`src/design/sitpd_pkg.sv`:
```
// ----------------------------------------------------------------------------
// sitpd_pkg
// Shared types, constants and the binary-to-BCD step for the signed integer
// to padded decimal text converter.
// ----------------------------------------------------------------------------
package sitpd_pkg;

  localparam int unsigned VALUE_W       = 32;
  localparam int unsigned FWIDTH_W      = 6;
  localparam int unsigned CHAR_W        = 7;
  localparam int unsigned CNT_W         = 7;
  localparam int unsigned DIGITS        = 10;
  localparam int unsigned DIG_W         = 4;
  localparam int unsigned LEN_W         = 4;
  localparam int unsigned DD_STEPS      = 8;
  localparam int unsigned DD_STAGES     = 4;
  localparam int unsigned DEF_MAX_WIDTH = 32;

  localparam logic [CHAR_W-1:0] CH_ZERO  = 7'h30;
  localparam logic [CHAR_W-1:0] CH_MINUS = 7'h2D;
  localparam logic [CHAR_W-1:0] CH_SPACE = 7'h20;

  typedef logic [DIGITS-1:0][DIG_W-1:0] bcd_t;

  typedef struct packed {
    bcd_t               bcd;
    logic [VALUE_W-1:0] bin;
    logic               neg;
    logic [CNT_W-1:0]   width;
  } dd_t;

  typedef struct packed {
    bcd_t             bcd;
    logic             neg;
    logic [DIG_W-1:0] lead;
    logic [CNT_W-1:0] pad;
    logic [CNT_W-1:0] width;
  } fmt_t;

  // One shift-and-add-3 step of the double dabble conversion.
  function automatic dd_t dabble_step(dd_t x);
    dd_t y;
    y = x;
    for (int i = 0; i < DIGITS; i++) begin
      if (y.bcd[i] >= 4'd5) begin
        y.bcd[i] = y.bcd[i] + 4'd3;
      end
    end
    {y.bcd, y.bin} = {y.bcd, y.bin} << 1;
    return y;
  endfunction

endpackage

```
`src/design/sitpd_dabble_stage.sv`:
```
// ----------------------------------------------------------------------------
// sitpd_dabble_stage
// One pipeline stage of the binary-to-BCD converter, doing a fixed number of
// double dabble steps between registers.
// ----------------------------------------------------------------------------
module sitpd_dabble_stage (
  input  logic           clk_i,
  input  logic           rst_ni,
  input  logic           valid_i,
  input  sitpd_pkg::dd_t data_i,
  output logic           stall_o,
  output logic           valid_o,
  output sitpd_pkg::dd_t data_o,
  input  logic           stall_i
);
  import sitpd_pkg::*;

  logic valid_q;
  dd_t  data_d;
  dd_t  data_q;

  always_comb begin
    data_d = data_i;
    for (int s = 0; s < DD_STEPS; s++) begin
      data_d = dabble_step(data_d);
    end
  end

  assign stall_o = valid_q && stall_i;

  always_ff @(posedge clk_i or negedge rst_ni) begin
    if (!rst_ni) begin
      valid_q <= 1'b0;
    end else if (!stall_o) begin
      valid_q <= valid_i;
    end
  end

  always_ff @(posedge clk_i) begin
    if (!stall_o && valid_i) begin
      data_q <= data_d;
    end
  end

  assign valid_o = valid_q;
  assign data_o  = data_q;

endmodule

```
`src/design/sitpd_format.sv`:
```
// ----------------------------------------------------------------------------
// sitpd_format
// Pipeline stage that finds the number of significant digits and works out
// the text length and the count of leading pad spaces.
// ----------------------------------------------------------------------------
module sitpd_format (
  input  logic            clk_i,
  input  logic            rst_ni,
  input  logic            valid_i,
  input  sitpd_pkg::dd_t  data_i,
  output logic            stall_o,
  output logic            valid_o,
  output sitpd_pkg::fmt_t data_o,
  input  logic            stall_i
);
  import sitpd_pkg::*;

  logic             valid_q;
  fmt_t             data_d;
  fmt_t             data_q;
  logic [DIG_W-1:0] lead;
  logic             found;
  logic [LEN_W-1:0] len;
  logic [CNT_W-1:0] len_ext;

  always_comb begin
    lead  = '0;
    found = 1'b0;
    for (int j = 0; j < DIGITS - 1; j++) begin
      if (!found && (data_i.bcd[DIGITS-1-j] == '0)) begin
        lead = lead + 1'b1;
      end else begin
        found = 1'b1;
      end
    end
    len     = LEN_W'(DIGITS) - LEN_W'(lead) + LEN_W'(data_i.neg);
    len_ext = CNT_W'(len);
    data_d.bcd   = data_i.bcd;
    data_d.neg   = data_i.neg;
    data_d.lead  = lead;
    data_d.width = data_i.width;
    if (data_i.width > len_ext) begin
      data_d.pad = data_i.width - len_ext;
    end else begin
      data_d.pad = '0;
    end
  end

  assign stall_o = valid_q && stall_i;

  always_ff @(posedge clk_i or negedge rst_ni) begin
    if (!rst_ni) begin
      valid_q <= 1'b0;
    end else if (!stall_o) begin
      valid_q <= valid_i;
    end
  end

  always_ff @(posedge clk_i) begin
    if (!stall_o && valid_i) begin
      data_q <= data_d;
    end
  end

  assign valid_o = valid_q;
  assign data_o  = data_q;

endmodule

```
`src/design/sitpd_serializer.sv`:
```
// ----------------------------------------------------------------------------
// sitpd_serializer
// Holds one formatted value and emits its characters one per transaction,
// pad spaces first, then the sign and the digits.
// ----------------------------------------------------------------------------
module sitpd_serializer (
  input  logic                          clk_i,
  input  logic                          rst_ni,
  input  logic                          valid_i,
  input  sitpd_pkg::fmt_t               data_i,
  output logic                          stall_o,
  output logic                          valid_o,
  output logic [sitpd_pkg::CHAR_W-1:0]  char_out_o,
  output logic                          last_char_o,
  input  logic                          stall_i
);
  import sitpd_pkg::*;

  logic             busy_q;
  logic [CNT_W-1:0] k_q;
  fmt_t             item_q;
  logic             take;
  logic             last;
  logic [CNT_W-1:0] rel;
  logic [CNT_W-1:0] idx;
  logic [DIG_W-1:0] digit;

  assign last    = (k_q + 1'b1) == item_q.width;
  assign take    = busy_q && !stall_i;
  assign stall_o = busy_q && !(take && last);

  always_comb begin
    rel   = k_q - item_q.pad;
    idx   = rel + CNT_W'(item_q.lead) - CNT_W'(item_q.neg);
    digit = item_q.bcd[DIG_W'(DIGITS - 1) - idx[DIG_W-1:0]];
    if (k_q < item_q.pad) begin
      char_out_o = CH_SPACE;
    end else if (item_q.neg && (rel == '0)) begin
      char_out_o = CH_MINUS;
    end else begin
      char_out_o = CH_ZERO + CHAR_W'(digit);
    end
  end

  always_ff @(posedge clk_i or negedge rst_ni) begin
    if (!rst_ni) begin
      busy_q <= 1'b0;
    end else if (!stall_o) begin
      busy_q <= valid_i;
    end
  end

  always_ff @(posedge clk_i) begin
    if (!stall_o) begin
      k_q <= '0;
      if (valid_i) begin
        item_q <= data_i;
      end
    end else if (take) begin
      k_q <= k_q + 1'b1;
    end
  end

  assign valid_o     = busy_q;
  assign last_char_o = last;

endmodule

```
`src/design/signed_int_to_padded_decimal_top.sv`:
```
// Throughput: one character per cycle while stall_i is low; a value gives
// field_width characters (capped at MAX_WIDTH), set by the single-character serializer.
// Values of width zero are accepted and produce no characters.
// Reset (rst_ni low, asynchronous) clears all valid bits; no clearing pass.
// ----------------------------------------------------------------------------
// signed_int_to_padded_decimal_top
// Converts a signed 32-bit value into right-justified, fixed-width decimal
// text through a stall-aware pipeline and a character serializer.
// ----------------------------------------------------------------------------
module signed_int_to_padded_decimal_top #(
  parameter int unsigned MAX_WIDTH = sitpd_pkg::DEF_MAX_WIDTH
) (
  input  logic                           clk_i,
  input  logic                           rst_ni,
  input  logic                           valid_i,
  output logic                           stall_o,
  input  logic [sitpd_pkg::VALUE_W-1:0]  value_i,
  input  logic [sitpd_pkg::FWIDTH_W-1:0] field_width_i,
  output logic                           valid_o,
  input  logic                           stall_i,
  output logic [sitpd_pkg::CHAR_W-1:0]   char_out_o,
  output logic                           last_char_o
);
  import sitpd_pkg::*;

  logic               v0_q;
  dd_t                d0_d;
  dd_t                d0_q;
  logic [CNT_W-1:0]   width_sat;
  logic [VALUE_W-1:0] mag;

  logic [DD_STAGES:0] dv;
  logic [DD_STAGES:0] dstall;
  dd_t                dd [DD_STAGES+1];

  logic               fv;
  logic               fstall;
  fmt_t               fd;

  always_comb begin
    if (CNT_W'(field_width_i) > CNT_W'(MAX_WIDTH)) begin
      width_sat = CNT_W'(MAX_WIDTH);
    end else begin
      width_sat = CNT_W'(field_width_i);
    end
    mag        = value_i[VALUE_W-1] ? (VALUE_W'(0) - value_i) : value_i;
    d0_d.bcd   = '0;
    d0_d.bin   = mag;
    d0_d.neg   = value_i[VALUE_W-1];
    d0_d.width = width_sat;
  end

  assign stall_o = v0_q && dstall[0];

  always_ff @(posedge clk_i or negedge rst_ni) begin
    if (!rst_ni) begin
      v0_q <= 1'b0;
    end else if (!stall_o) begin
      v0_q <= valid_i && (width_sat != '0);
    end
  end

  always_ff @(posedge clk_i) begin
    if (!stall_o && valid_i) begin
      d0_q <= d0_d;
    end
  end

  assign dv[0] = v0_q;
  assign dd[0] = d0_q;

  for (genvar s = 0; s < DD_STAGES; s++) begin : g_dabble
    sitpd_dabble_stage u_stage (
      .clk_i   (clk_i),
      .rst_ni  (rst_ni),
      .valid_i (dv[s]),
      .data_i  (dd[s]),
      .stall_o (dstall[s]),
      .valid_o (dv[s+1]),
      .data_o  (dd[s+1]),
      .stall_i (dstall[s+1])
    );
  end

  sitpd_format u_format (
    .clk_i   (clk_i),
    .rst_ni  (rst_ni),
    .valid_i (dv[DD_STAGES]),
    .data_i  (dd[DD_STAGES]),
    .stall_o (dstall[DD_STAGES]),
    .valid_o (fv),
    .data_o  (fd),
    .stall_i (fstall)
  );

  sitpd_serializer u_serializer (
    .clk_i       (clk_i),
    .rst_ni      (rst_ni),
    .valid_i     (fv),
    .data_i      (fd),
    .stall_o     (fstall),
    .valid_o     (valid_o),
    .char_out_o  (char_out_o),
    .last_char_o (last_char_o),
    .stall_i     (stall_i)
  );

endmodule

```
`config.mk`:
```
export PLATFORM = sky130hd
export DESIGN_NAME = signed_int_to_padded_decimal_top
export DESIGN_NICKNAME = d
export VERILOG_FILES = /design/src/design/sitpd_pkg.sv /design/src/design/sitpd_dabble_stage.sv /design/src/design/sitpd_format.sv /design/src/design/sitpd_serializer.sv /design/src/design/signed_int_to_padded_decimal_top.sv
export SDC_FILE = /design/constraint.sdc
export NUM_CORES = 1
export LEC_CHECK = 0
export BUFFER_PORTS_ARGS = -buffer_cell sky130_fd_sc_hd__clkbuf_2
export CELL_PAD_IN_SITES_DETAIL_PLACEMENT = 0
export CELL_PAD_IN_SITES_GLOBAL_PLACEMENT = 1
export CORE_MARGIN = 2
export CORE_UTILIZATION = 50
export CTS_CLUSTER_SIZE = 30
export DETAILED_ROUTE_END_ITERATION = 7
export PLACE_DENSITY = 0.88
export SLEW_MARGIN = 15
export SYNTH_ARGS = -nofsm -noshare
export SYNTH_HDL_FRONTEND = slang
export SYNTH_SLANG_ARGS = --single-unit
```
`constraint.sdc`:
```
create_clock -name clk_i -period 12.65 [get_ports clk_i]
set_input_delay 2.53 -clock clk_i [delete_from_list [all_inputs] [get_ports clk_i]]
set_output_delay 2.53 -clock clk_i [all_outputs]
set_load 0.005 [all_outputs]
```
==> impl_metrics.py <==
metrics = {
    "sta": {
        "fin_worst_skew_ns": 0.02981,
        "fin_crit_ns": 7.686,
        "layout_worst_path_cycle_share_pct": 60.76,
        "tns_ns": 0,
        "rsz0062_at_grt": "no",
        "fmax_ghz": 0.1301,
        "finalMaxSlewViolations": 0,
        "finalSetupViolCount": 0,
        "relSlewSlack_pct": 31.50,
        "tightest_slew_ns": 1.027,
        "hold_viol": 0,
    },
    "cts": {
        "cts_buffers": 40,
        "cts_setup_buffers": 0,
        "cts_resized": 0,
        "clock-root-buffer": "clkbuf_16",
        "clockBufferDepth": 3,
        "clkSinkCount": 347,
        "hold_buffers": 0,
        "htreeDepth": 2,
        "clock_latency_ns": 0.57,
        "cts_tree": "done",
        "clk_pin_slew_ns": 0.06,
    },
    "grt": {
        "grt_max_degree": 59,
        "antenna_found_initial": 0,
        "grt_usage_pct": 19.16,
        "overflow": 0,
        "grt_pass1_wl_mm": 113.0,
        "grt_pass1_vias": 24640,
    },
    "hold_path": {
        "hold_path_class": "reg -> reg",
        "min_delay_worst_endpoint": "g_dabble[0].u_stage.data_o[34]$_DFFE_PP_",
        "hold_start": "d0_q[26]$_DFFE_PP_",
        "min_path_cells": 0,
    },
    "cells_and_area": {
        "diodes": 0,
        "area_growth_pct": 6.855,
        "final_net_count": 3902,
        "final_util_pct": 53.97,
        "layout-drive-gt1-share_pct": 10.37,
    },
    "setup_path": {
        "r2r-end": "g_dabble[1].u_stage.data_o[55]$_DFFE_PP_",
        "critPathCaptureType": "flop",
        "startpoint_type": "flop",
        "r2r_start": "g_dabble[0].u_stage.data_o[44]$_DFFE_PP_",
        "required_ns": 12.94,
        "worst-setup-path-type": "reg -> reg",
        "crit_top_cell": "ha_1",
        "worstRegToRegCells": 36,
        "critPathSlowestCell": "edfxtp_1",
        "ff2ff_setup_slack_ns": 4.96,
        "cp_max_fo": 7,
        "cp.arrival_ns": 7.98,
        "cp_slowest_stage_delay_ns": 0.40,
    },
    "synthesis": {
        "synth_edf_count": 333,
        "yosys-top-cells-area": "edfxtp_1 31%, ha_1 6.3%, a21oi_1 3.8%",
        "synth.cell_area_um2": 32560,
        "yosysTopAreaCell": "edfxtp_1",
        "syn_inst": 3702,
        "synth_ff_type": "edfxtp_1",
        "synth_nets": 3911,
        "yosysUniqueCellTypes": 141,
        "syn_area_per_cell_um2": 8.796,
        "ys_ff_latch": 347,
        "yosysMostFrequentCell": "edfxtp_1",
        "async_flop_share_pct": 2.017,
        "netlist.area_leader.share_pct": 30.71,
        "synth_seq_area_share_pct": 31.68,
        "ys_warn_count": 0,
        "synth_commonest_cells": "333 x edfxtp_1, 304 x nor2_1, 296 x nand2_1",
    },
    "die": {
        "io_pins": 52,
        "die_w_um": 259.2,
        "initial_core_util_pct": 50.51,
        "fp.dieH_um": 259.2,
        "core_um2": 64460,
        "die_area_um2": 67180,
        "rows": 93,
    },
    "drt": {
        "drtAntennaViolNets": 0,
        "wirelength_mm": 65.94,
        "routedWlPerCell_um": 14.41,
        "drt_first_pass_iters": 6,
        "via_count": 27020,
        "route.detailed.drc": 0,
        "dr.first_iter.drc_count": 1637,
        "avgViaCountPerCell": 5.903,
    },
    "run_status": {
        "status": "complete, no violations",
    },
    "run": {
        "drv_cap": 0,
    },
    "placement": {
        "gp_congestion": 0.8758,
        "dp_hpwl_mm": 49.64,
        "io_buffers": 49,
    },
}
-- layout make-up --
type	instances	area (µm²)
fillers	5823	29670
multi-input cells	3013	20930
flip-flops and latches	347	10310
well taps	855	1070
clock buffers	46	1023
inverters	228	857.1
repair buffers	63	350.3
clock inverters	25	250.2
-- cells in the final DEF (no fill, tap or decap), types with 45 or more instances in the layout --
cell,count
nand2b_1,78
clkbuf_2,49
ha_1,164
nand2_1,296
o21ai_0,221
mux2i_1,107
inv_1,210
nor2_1,304
and2_1,54
xnor2_1,122
nor3_1,69
edfxtp_1,333
nand3_1,93
o21ai_1,75
o211ai_1,54
a211oi_1,59
or3_1,45
a21oi_1,249
-- kinds of logic after synthesis --
logic type      after synthesis  synth area share, %
flops                       347                31.68
compound gates             1253                27.02
fa+ha+maj                   175                6.736
mux                         174                6.067
other cells                   2              0.02306
buf+inv                     342                4.100
simple gates               1232                19.16
xor+xnor                    177                5.214
-- registers in the layout, summed over array words and instances, names as in the netlist --
register and flops:
d0_q 39, g_dabble.u_stage.data_o 178, g_dabble.u_stage.valid_o 4, u_format.data_o 58, u_format.valid_o 1, u_serializer.item_q 58, u_serializer.k_q 7, u_serializer.valid_o 1
v0_q 1
-- worst max-delay path by stage --
stage	start	cells after the start	endpoint
2_1_floorplan	g_dabble[0].u_stage.data_o[44]$_DFFE_PP_	37	g_dabble[1].u_stage.data_o[55]$_DFFE_PP_
3_3_place_gp	g_dabble[0].u_stage.data_o[44]$_DFFE_PP_	36	g_dabble[1].u_stage.data_o[55]$_DFFE_PP_
3_5_place_dp	g_dabble[0].u_stage.data_o[44]$_DFFE_PP_	36	g_dabble[1].u_stage.data_o[55]$_DFFE_PP_
4_1_cts	g_dabble[0].u_stage.data_o[44]$_DFFE_PP_	36	g_dabble[1].u_stage.data_o[55]$_DFFE_PP_
5_1_grt	g_dabble[0].u_stage.data_o[44]$_DFFE_PP_	36	g_dabble[1].u_stage.data_o[55]$_DFFE_PP_
6_report	g_dabble[0].u_stage.data_o[44]$_DFFE_PP_	36	g_dabble[1].u_stage.data_o[55]$_DFFE_PP_
-- routing by layer --
metal	share of wire [%]	wire [µm]	GRT usage, %
met1	48	31450	25.48
met3	2.4	1614	2.050
met5	0	0	0
met2	48	31980	33.77
met4	1.4	896	3.799
-- critical path, delay by kind of cell (launching register included) --
family / cells / cell delay (ns)
fa+ha+maj: 6 / 1.37
xor+xnor: 1 / 0.15
buf+inv: 3 / 0.24
flops: 1 / 0.40
simple gates: 12 / 2.06
compound gates: 12 / 2.54
mux: 2 / 0.65
-- stage by stage --
| stage | hold WS, ns | cells | setup slack [ns] | cell area (µm²) |
|---|---|---|---|---|
| 3_3_place_gp | 0.4007 | 4506 | 5.123 | 33520 |
| 2_1_floorplan | 0.4003 | 3702 | 5.853 | 32560 |
| 3_5_place_dp | 0.4045 | 4506 | 5.020 | 33520 |
| 4_1_cts | 0.4066 | 4577 | 4.993 | 34790 |
| 5_1_grt | 0.4093 | 4577 | 4.111 | 34790 |
| 6_report | 0.4058 | 4577 | 4.964 | 34790 |
Power is not shown: default switching activity piles up to over one toggle a cycle in this logic, so the estimate is an artifact.
